**src/hw/rtl/stun_pkg.sv**
```systemverilog
// Shared types, constants and the exp(-x) lookup table for the STUN acceptance step.
package stun_pkg;

  localparam int EXP_TABLE_ENTRIES = 64;
  localparam int TAB_W   = $clog2(EXP_TABLE_ENTRIES + 1);
  localparam int VAL_W   = 17;   // table values span 0..65536
  localparam int MUL_W   = 20;
  localparam int PROD_W  = 2 * MUL_W;
  localparam int FRAC_W  = 20;

  localparam logic [1:0] OUTCOME_REJECT   = 2'd0;
  localparam logic [1:0] OUTCOME_DOWNHILL = 2'd1;
  localparam logic [1:0] OUTCOME_TUNNEL   = 2'd2;
  localparam logic [1:0] OUTCOME_START    = 2'd3;

  localparam logic KIND_START     = 1'b0;
  localparam logic KIND_CANDIDATE = 1'b1;

  typedef struct packed {
    logic        kind;
    logic [15:0] candidate_energy;
    logic [15:0] inverse_temperature;
    logic [15:0] random_sample;
  } stun_in_t;

  typedef struct packed {
    logic [1:0]  outcome;
    logic        new_best;
    logic [15:0] target_tunnel_value;
    logic [15:0] lowest_energy;
  } stun_out_t;

  typedef logic [EXP_TABLE_ENTRIES:0][VAL_W-1:0] exp_tab_t;

  typedef struct packed {
    logic [MUL_W-1:0] op_a;
    logic [MUL_W-1:0] op_b;
    logic [TAB_W-1:0] tab_idx;
  } stun_arith_req_t;

  typedef struct packed {
    logic [PROD_W-1:0] prod;
    logic [VAL_W-1:0]  tab_hi;
    logic [VAL_W-1:0]  tab_span;
  } stun_arith_rsp_t;

  // exp(-16/N) in Q2.30 by truncated Taylor series, then repeated rounded products
  function automatic exp_tab_t build_exp_tab();
    exp_tab_t                tab;
    logic [63:0]             t;
    logic [63:0]             term;
    logic [63:0]             p;
    logic [63:0]             r;
    longint                  sum;
    t    = (64'd16 << 30) / EXP_TABLE_ENTRIES;
    term = 64'd1 << 30;
    sum  = longint'(64'd1 << 30);
    for (int k = 1; k <= 24; k++) begin
      term = ((term * t) >> 30) / 64'(k);
      if (k % 2 == 1) sum = sum - longint'(term);
      else            sum = sum + longint'(term);
    end
    if (sum < 0) sum = 0;
    if (sum > longint'(64'd1 << 30)) sum = longint'(64'd1 << 30);
    r = 64'(sum);
    p = 64'd1 << 30;
    tab[0] = VAL_W'(65536);
    for (int i = 1; i <= EXP_TABLE_ENTRIES; i++) begin
      p = (p * r + (64'd1 << 29)) >> 30;
      tab[i] = VAL_W'((p + (64'd1 << 13)) >> 14);
    end
    return tab;
  endfunction

  localparam exp_tab_t EXP_TAB = build_exp_tab();

endpackage

```
**src/hw/rtl/stun_arith.sv**
```systemverilog
// Shared multiplier and exp table lookup used by every arithmetic step of the sequencer.
module stun_arith (
  input  stun_pkg::stun_arith_req_t req,
  output stun_pkg::stun_arith_rsp_t rsp
);

  logic [stun_pkg::TAB_W-1:0] idx_next;
  logic [stun_pkg::VAL_W-1:0] tab_a;
  logic [stun_pkg::VAL_W-1:0] tab_b;

  assign idx_next = req.tab_idx + stun_pkg::TAB_W'(1);
  assign tab_a    = stun_pkg::EXP_TAB[req.tab_idx];
  assign tab_b    = stun_pkg::EXP_TAB[idx_next];

  always_comb begin
    rsp.prod     = stun_pkg::PROD_W'(req.op_a) * stun_pkg::PROD_W'(req.op_b);
    rsp.tab_hi   = tab_a;
    // table is monotone, but clamp so the span never wraps
    rsp.tab_span = (tab_b > tab_a) ? '0 : tab_a - tab_b;
  end

endmodule

```
**src/hw/rtl/stun_acceptance_step_unit.sv**
```systemverilog
// Top level of the stochastic tunneling Metropolis acceptance step.
//
// One item is in flight at a time; in_stall is high from the cycle after a
// transfer until the result has been loaded into the output register. A start
// item, or a downhill candidate that is not a new best, goes straight to the
// final state. A new best runs gamma*diff, table position and interpolation
// (only gamma*diff when the tunneling exponent saturates). Any other candidate
// runs up to every step (gamma*diff, table position, interpolation, temp*delta,
// position, interpolation) on the one 20x20 multiplier in stun_arith, one step per
// cycle. A result waiting on out_stall holds the sequencer in its final state.
// Configuration writes must only happen while no item is in flight.
module stun_acceptance_step_unit (
  input  logic               clk,
  input  logic               rst_n,
  input  logic               in_valid,
  output logic               in_stall,
  input  stun_pkg::stun_in_t in_data,
  output logic               out_valid,
  input  logic               out_stall,
  output stun_pkg::stun_out_t out_data,
  input  logic               cfg_wr_en,
  input  logic [15:0]        cfg_wr_data
);

  localparam logic [2:0] S_IDLE = 3'd0;
  localparam logic [2:0] S_TMUL = 3'd1;
  localparam logic [2:0] S_AMUL = 3'd2;
  localparam logic [2:0] S_POS  = 3'd3;
  localparam logic [2:0] S_INT  = 3'd4;
  localparam logic [2:0] S_DONE = 3'd5;

  localparam logic [stun_pkg::PROD_W-1:0] RND_HALF =
    stun_pkg::PROD_W'(1) << (stun_pkg::FRAC_W - 1);

  logic [2:0]  state_r, state_nxt;
  logic [15:0] gamma_r;
  logic [15:0] cur_e_r, cur_e_nxt;
  logic [15:0] low_e_r, low_e_nxt;
  logic [15:0] cur_s_r, cur_s_nxt;
  logic        out_valid_r;
  stun_pkg::stun_out_t out_data_r;

  logic [15:0] e_r, e_nxt;
  logic [15:0] temp_r, temp_nxt;
  logic [15:0] sample_r, sample_nxt;
  logic [15:0] diff_r, diff_nxt;
  logic [15:0] ts_r, ts_nxt;
  logic [stun_pkg::MUL_W-1:0]  x_r, x_nxt;
  logic [stun_pkg::TAB_W-1:0]  idx_r, idx_nxt;
  logic [stun_pkg::FRAC_W-1:0] frac_r, frac_nxt;
  logic        phase_r, phase_nxt;   // 0 tunneling value, 1 acceptance probability
  logic        down_r, down_nxt;     // tunneling value belongs to a new best
  logic [1:0]  res_outcome_r, res_outcome_nxt;
  logic        res_best_r, res_best_nxt;
  logic [15:0] res_ts_r, res_ts_nxt;

  stun_pkg::stun_arith_req_t arith_req;
  stun_pkg::stun_arith_rsp_t arith_rsp;

  logic [stun_pkg::PROD_W-1:0] rnd;
  logic [stun_pkg::VAL_W-1:0]  interp_v;
  logic                        tun_fin;
  logic [15:0]                 tun_s;
  logic                        acc_fin;
  logic [stun_pkg::VAL_W-1:0]  acc_pr;
  logic                        out_load;

  stun_arith u_arith (
    .req (arith_req),
    .rsp (arith_rsp)
  );

  assign in_stall  = (state_r != S_IDLE);
  assign out_valid = out_valid_r;
  assign out_data  = out_data_r;
  assign out_load  = (state_r == S_DONE) && (!out_valid_r || !out_stall);

  assign rnd      = arith_rsp.prod + RND_HALF;
  assign interp_v = arith_rsp.tab_hi - rnd[stun_pkg::FRAC_W +: stun_pkg::VAL_W];

  // operand select for the shared multiplier
  always_comb begin
    arith_req.op_a    = '0;
    arith_req.op_b    = '0;
    arith_req.tab_idx = idx_r;
    unique case (state_r)
      S_TMUL: begin
        arith_req.op_a = stun_pkg::MUL_W'(gamma_r);
        arith_req.op_b = stun_pkg::MUL_W'(diff_r);
      end
      S_AMUL: begin
        arith_req.op_a = stun_pkg::MUL_W'(temp_r);
        arith_req.op_b = stun_pkg::MUL_W'(ts_r - cur_s_r);
      end
      S_POS: begin
        arith_req.op_a = x_r;
        arith_req.op_b = stun_pkg::MUL_W'(stun_pkg::EXP_TABLE_ENTRIES);
      end
      S_INT: begin
        arith_req.op_a = stun_pkg::MUL_W'(arith_rsp.tab_span);
        arith_req.op_b = frac_r;
      end
      default: begin
        arith_req.op_a = '0;
      end
    endcase
  end

  always_comb begin
    state_nxt       = state_r;
    cur_e_nxt       = cur_e_r;
    low_e_nxt       = low_e_r;
    cur_s_nxt       = cur_s_r;
    e_nxt           = e_r;
    temp_nxt        = temp_r;
    sample_nxt      = sample_r;
    diff_nxt        = diff_r;
    ts_nxt          = ts_r;
    x_nxt           = x_r;
    idx_nxt         = idx_r;
    frac_nxt        = frac_r;
    phase_nxt       = phase_r;
    down_nxt        = down_r;
    res_outcome_nxt = res_outcome_r;
    res_best_nxt    = res_best_r;
    res_ts_nxt      = res_ts_r;
    tun_fin         = 1'b0;
    tun_s           = '0;
    acc_fin         = 1'b0;
    acc_pr          = '0;

    unique case (state_r)
      S_IDLE: begin
        if (in_valid) begin
          e_nxt      = in_data.candidate_energy;
          temp_nxt   = in_data.inverse_temperature;
          sample_nxt = in_data.random_sample;
          res_ts_nxt = '0;
          if (in_data.kind == stun_pkg::KIND_START) begin
            cur_e_nxt       = in_data.candidate_energy;
            low_e_nxt       = in_data.candidate_energy;
            cur_s_nxt       = '0;
            res_outcome_nxt = stun_pkg::OUTCOME_START;
            res_best_nxt    = 1'b1;
            state_nxt       = S_DONE;
          end else if (in_data.candidate_energy < cur_e_r) begin
            cur_e_nxt       = in_data.candidate_energy;
            res_outcome_nxt = stun_pkg::OUTCOME_DOWNHILL;
            if (in_data.candidate_energy < low_e_r) begin
              // new best: s is rebuilt from the old current energy
              low_e_nxt    = in_data.candidate_energy;
              diff_nxt     = cur_e_r - in_data.candidate_energy;
              down_nxt     = 1'b1;
              res_best_nxt = 1'b1;
              state_nxt    = S_TMUL;
            end else begin
              res_best_nxt = 1'b0;
              state_nxt    = S_DONE;
            end
          end else begin
            diff_nxt     = (in_data.candidate_energy > low_e_r) ?
                           in_data.candidate_energy - low_e_r : '0;
            down_nxt     = 1'b0;
            res_best_nxt = 1'b0;
            state_nxt    = S_TMUL;
          end
        end
      end
      S_TMUL: begin
        if (arith_rsp.prod[31:24] != '0) begin
          tun_fin = 1'b1;
          tun_s   = 16'hFFFF;
        end else begin
          x_nxt     = arith_rsp.prod[23:4];
          phase_nxt = 1'b0;
          state_nxt = S_POS;
        end
      end
      S_AMUL: begin
        if (arith_rsp.prod[31:28] != '0) begin
          acc_fin = 1'b1;
          acc_pr  = '0;
        end else begin
          x_nxt     = arith_rsp.prod[27:8];
          phase_nxt = 1'b1;
          state_nxt = S_POS;
        end
      end
      S_POS: begin
        idx_nxt   = arith_rsp.prod[stun_pkg::FRAC_W +: stun_pkg::TAB_W];
        frac_nxt  = arith_rsp.prod[stun_pkg::FRAC_W-1:0];
        state_nxt = S_INT;
      end
      S_INT: begin
        if (phase_r) begin
          acc_fin = 1'b1;
          acc_pr  = interp_v;
        end else begin
          tun_fin = 1'b1;
          tun_s   = (interp_v == '0) ? 16'hFFFF :
                    16'(stun_pkg::VAL_W'(65536) - interp_v);
        end
      end
      S_DONE: begin
        if (!out_valid_r || !out_stall) state_nxt = S_IDLE;
      end
      default: begin
        state_nxt = S_IDLE;
      end
    endcase

    if (tun_fin) begin
      if (down_r) begin
        cur_s_nxt = tun_s;
        state_nxt = S_DONE;
      end else begin
        ts_nxt     = tun_s;
        res_ts_nxt = tun_s;
        if (tun_s <= cur_s_r) begin
          acc_fin = 1'b1;
          acc_pr  = stun_pkg::VAL_W'(65536);
        end else begin
          state_nxt = S_AMUL;
        end
      end
    end

    if (acc_fin) begin
      if (acc_pr >= stun_pkg::VAL_W'(sample_r)) begin
        cur_e_nxt       = e_r;
        cur_s_nxt       = ts_nxt;
        res_outcome_nxt = stun_pkg::OUTCOME_TUNNEL;
      end else begin
        res_outcome_nxt = stun_pkg::OUTCOME_REJECT;
      end
      state_nxt = S_DONE;
    end
  end

  always_ff @(posedge clk) begin
    if (!rst_n) begin
      state_r     <= S_IDLE;
      gamma_r     <= 16'd256;
      cur_e_r     <= '0;
      low_e_r     <= '0;
      cur_s_r     <= '0;
      out_valid_r <= 1'b0;
    end else begin
      state_r <= state_nxt;
      cur_e_r <= cur_e_nxt;
      low_e_r <= low_e_nxt;
      cur_s_r <= cur_s_nxt;
      if (cfg_wr_en) gamma_r <= cfg_wr_data;
      if (out_load) out_valid_r <= 1'b1;
      else if (!out_stall) out_valid_r <= 1'b0;
    end
  end

  always_ff @(posedge clk) begin
    e_r           <= e_nxt;
    temp_r        <= temp_nxt;
    sample_r      <= sample_nxt;
    diff_r        <= diff_nxt;
    ts_r          <= ts_nxt;
    x_r           <= x_nxt;
    idx_r         <= idx_nxt;
    frac_r        <= frac_nxt;
    phase_r       <= phase_nxt;
    down_r        <= down_nxt;
    res_outcome_r <= res_outcome_nxt;
    res_best_r    <= res_best_nxt;
    res_ts_r      <= res_ts_nxt;
    if (out_load) begin
      out_data_r.outcome             <= res_outcome_r;
      out_data_r.new_best            <= res_best_r;
      out_data_r.target_tunnel_value <= res_ts_r;
      out_data_r.lowest_energy       <= low_e_r;
    end
  end

endmodule
```
**config.mk**
```make
export PLATFORM = sky130hd
export DESIGN_NAME = stun_acceptance_step_unit
export DESIGN_NICKNAME = d
export VERILOG_FILES = /design/src/hw/rtl/stun_pkg.sv /design/src/hw/rtl/stun_arith.sv /design/src/hw/rtl/stun_acceptance_step_unit.sv
export SDC_FILE = /design/constraint.sdc
export NUM_CORES = 2
export LEC_CHECK = 0
export ABC_AREA = 1
export BUFFER_PORTS_ARGS = -buffer_cell sky130_fd_sc_hd__buf_2
export CORE_ASPECT_RATIO = 0.9
export CORE_MARGIN = 2
export CORE_UTILIZATION = 45
export DETAILED_ROUTE_END_ITERATION = 7
export HOLD_SLACK_MARGIN = 0.05
export PLACE_DENSITY = 0.73
export SYNTH_ARGS = -nofsm -noshare
export SYNTH_HDL_FRONTEND = slang
export SYNTH_SLANG_ARGS = --single-unit
```
**constraint.sdc**
```tcl
create_clock -name clk -period 33.7 [get_ports clk]
set_input_delay 3.37 -clock clk [delete_from_list [all_inputs] [get_ports clk]]
set_output_delay 3.37 -clock clk [all_outputs]
set_load 0.05 [all_outputs]
```
==> out/results.tsv <==
metric	value	unit
DRC	1	
endpoint type of the worst setup path	register	
initial core utilization	45.31	%
Setup WS pre-CTS	16.26	ns
main combinational cell family by area after synthesis	adder cells	
RD Place Congestion	0.9861	
GRT overflow	0	
share of cells above drive strength 1	9.067	%
Hold-fix buffers, CTS	0	
initial antenna violation count	2	
first-pass GRT wire length	140700	um
Worst-Margin Slew	1.168	ns
clock buffer depth	3	
detailed placer's ending HPWL	71610	um
Post-synth EDFFs	151	
hold path startpoint	res_ts_r[0]$_DFF_P_	
Area growth, synth to finish	8.223	%
Min-Delay Path Depth	0	
final period utilization	53.11	%
post-synthesis mux area share	0	%
max-cap violations	0	
uppermost layer routed	met5	
max-slew violation count	0	
worst skew pair latency	0.59	ns
FF-to-FF End	cur_s_r[5]$_SDFF_PN0_	
via count	26304	
Crit path max-delay family	simple AND/OR/NAND/NOR gates	
status	finished, violations left	
Setup Fix Bufs, Post-CTS	0	
Synth Area in Adders	31.69	%
Die H	252.8	um
Avg Vias per Cell	5.250	
Worst path slowest cell	ha_1	
root buf cell	clkbuf_16	
slew margin rel.	21.90	%
DP Area	32520	sq um
Cells after DPL	4956	
top_reg_cell synth	edfxtp_1	
Syn Area/Cell	7.755	sq um
Setup-failing EPs final	0	
post-synthesis simple-gate area fraction	22.65	%
Critical path buffers and inverters	15	
flop2flop setup slack	15.80	ns
wirelength, routed	89060	um
M1 wire length	38850	um
Synth Area in XOR/XNOR	2.624	%
die area	70900	sq um
worst-path fanout max	62	
count of cell types in the netlist	72	
TritonCTS clock tree	built	
area of the mapped netlist	30950	sq um
CP max stage delay	0.71	ns
antenna viol nets, final	0	
DR WL met3	7727	um
First-pass DRT Iterations	8	
worst r2r path cells	90	
fin area	33500	sq um
critical setup path kind	reg -> reg	
RSZ-0062 raised after global routing	false	
CP Data Arrival Time	18.43	ns
min cycle time layout	17.90	ns
clk sinks	268	
failing checks	DRC	
achievable frequency	0.05587	GHz
Hold/Removal Path Class	reg -> reg	
cts bufs inserted	28	
Fin. Hold Viols	0	
critical path's most frequent cell	nand2_1	
Synth Warn #	0	
Worst-path clk slew	0.07	ns
global-route usage over all layers	25.33	%
clock skew	0.02612	ns
#FFs+latches synth	268	
Final Instance Count excl. Fillers	5010	
largest net degree at the start of global routing	63	
Core Area	68320	sq um
H-tree levels	1	
met2 wire length	40220	um
Synth Instances	3991	
compound-gate portion of the synthesized area	8.942	%
hold path endpoint	out_data[16]$_DFFE_PP_	
Nets	4763	
worst path required time	34.23	ns
die width	280.4	um
IO Port Bufs	106	
Post-Route Setup TNS	0	ns
Row Count	91	
# resized after CTS	0	
final worst slack	15.80	ns
Synth async-reset ratio	0	%
vias in the first global route	25810	
startpoint class of the critical path	register	
WL/cell	17.78	um
DR iter-0 viols	2521	
sequential area share after synthesis	22.22	%
RR Startpoint	idx_r[1]$_DFFE_PN_	
Top-Level Pins	107	
-- synthesized netlist by cell type (5+ instances only) --
cell type	instances	area [sq um]
or2_2	14	87.58
a22o_1	25	219.0
inv_2	34	127.6
nor2_4	9	101.4
fa_1	323	6466
dfxtp_1	117	2342
nand2_4	19	214.0
ha_1	267	3341
a221oi_1	8	70.07
o21ai_0	137	685.7
edfxtp_1	151	4534
o21bai_1	12	90.09
nand4_1	27	168.9
a21o_1	6	45.04
nand3_2	11	110.1
buf_1	5	18.77
buf_6	7	78.83
nand3_1	141	705.7
xnor2_1	31	271.5
a31oi_1	16	100.1
clkinv_1	12	45.04
xor2_1	58	508.0
a21oi_1	161	805.8
inv_1	810	3040
nor2_1	374	1404
nor4_1	5	31.28
nor3_1	29	145.1
o211ai_1	6	45.04
o21ai_1	14	70.07
nand2_2	54	337.8
nand2_1	895	3359
clkbuf_1	56	210.2
o22ai_1	10	62.56
nor2_2	33	206.5
a211oi_1	24	180.2
buf_2	24	120.1
-- cell usage in the layout, fill, tap and decap left out, types with 5 or more instances in the layout --
cell / count
a211oi_1: 23
a21o_1: 6
a21oi_1: 160
a221oi_1: 8
a22o_1: 25
a31oi_1: 16
buf_2: 106
buf_4: 21
clkbuf_16: 29
clkbuf_8: 6
clkinv_1: 12
conb_1: 51
dfxtp_1: 117
edfxtp_1: 151
fa_1: 323
ha_1: 267
inv_1: 809
inv_2: 35
nand2_1: 895
nand2_2: 54
nand2_4: 19
nand3_1: 141
nand3_2: 11
nand4_1: 27
nor2_1: 373
nor2_2: 34
nor2_4: 9
nor3_1: 28
nor4_1: 5
o211ai_1: 6
o21ai_0: 137
o21ai_1: 14
o21bai_1: 12
o22ai_1: 10
or2_2: 14
xnor2_1: 31
xor2_1: 58
-- layout make-up --
cell class,instances,area [sq um]
diodes,2,5.005
clock buffers,38,819.5
clock inverters,14,153.9
fillers,6629,34820
inverters,856,3213
multi-input cells,2822,20630
flip-flops and latches,268,6877
well taps,883,1105
repair buffers,127,688.2
-- state kept, by name (all words and copies together) (netlist names), 17 cells and up --
| signal | cells |
|---|---|
| frac_r | 20 |
| out_data | 35 |
| u_arith.tab_a | 17 |
| x_r | 20 |
-- worst max-delay path by stage --
stage | startpoint | to | cells after the start
2_1_floorplan | idx_r[0]$_DFFE_PN_ | cur_s_r[10]$_SDFF_PN0_ | 92
3_3_place_gp | idx_r[1]$_DFFE_PN_ | cur_s_r[7]$_SDFF_PN0_ | 90
5_1_grt | idx_r[1]$_DFFE_PN_ | cur_s_r[15]$_SDFF_PN0_ | 90
6_report | idx_r[1]$_DFFE_PN_ | cur_s_r[5]$_SDFF_PN0_ | 90
3_5_place_dp | idx_r[1]$_DFFE_PN_ | cur_s_r[5]$_SDFF_PN0_ | 90
4_1_cts | idx_r[1]$_DFFE_PN_ | cur_s_r[5]$_SDFF_PN0_ | 90
-- stage by stage --
step / utilization, % / hold slack (ns)
detailed placement: 47.60 / 0.4150
finish: 49.03 / 0.4330
floorplan: - / 0.4003
global route: 49.02 / 0.4434
global placement: 47.60 / 0.4135
CTS: 49.02 / 0.4330
-- logic make-up after synthesis --
logic type,after synthesis
compound gates,463
xor+xnor,91
fa+ha+maj,590
buf+inv,950
flops,268
other cells,2
simple gates,1627
-- worst register-to-register path: cells and delay by family, from the launching register on --
family | cells | cell delay (ns)
adders and majority gates | 14 | 5.69
buffers and inverters | 15 | 2.20
AOI/OAI and AO/OA | 12 | 2.15
DFF | 1 | 0.61
xor gates and xnor gates | 1 | 0.17
and+or+nand+nor | 48 | 7.00
-- routing by layer --
layer	vias to the layer above	track usage, %
met3	151	3.580
li1	12585	-
met5	-	0
met1	12469	35.64
met2	1095	41.15
met4	4	6.188
Power is left out: the tool's default activity adds up to more than one toggle a clock period on the data nets, which glitch-free logic cannot reach.
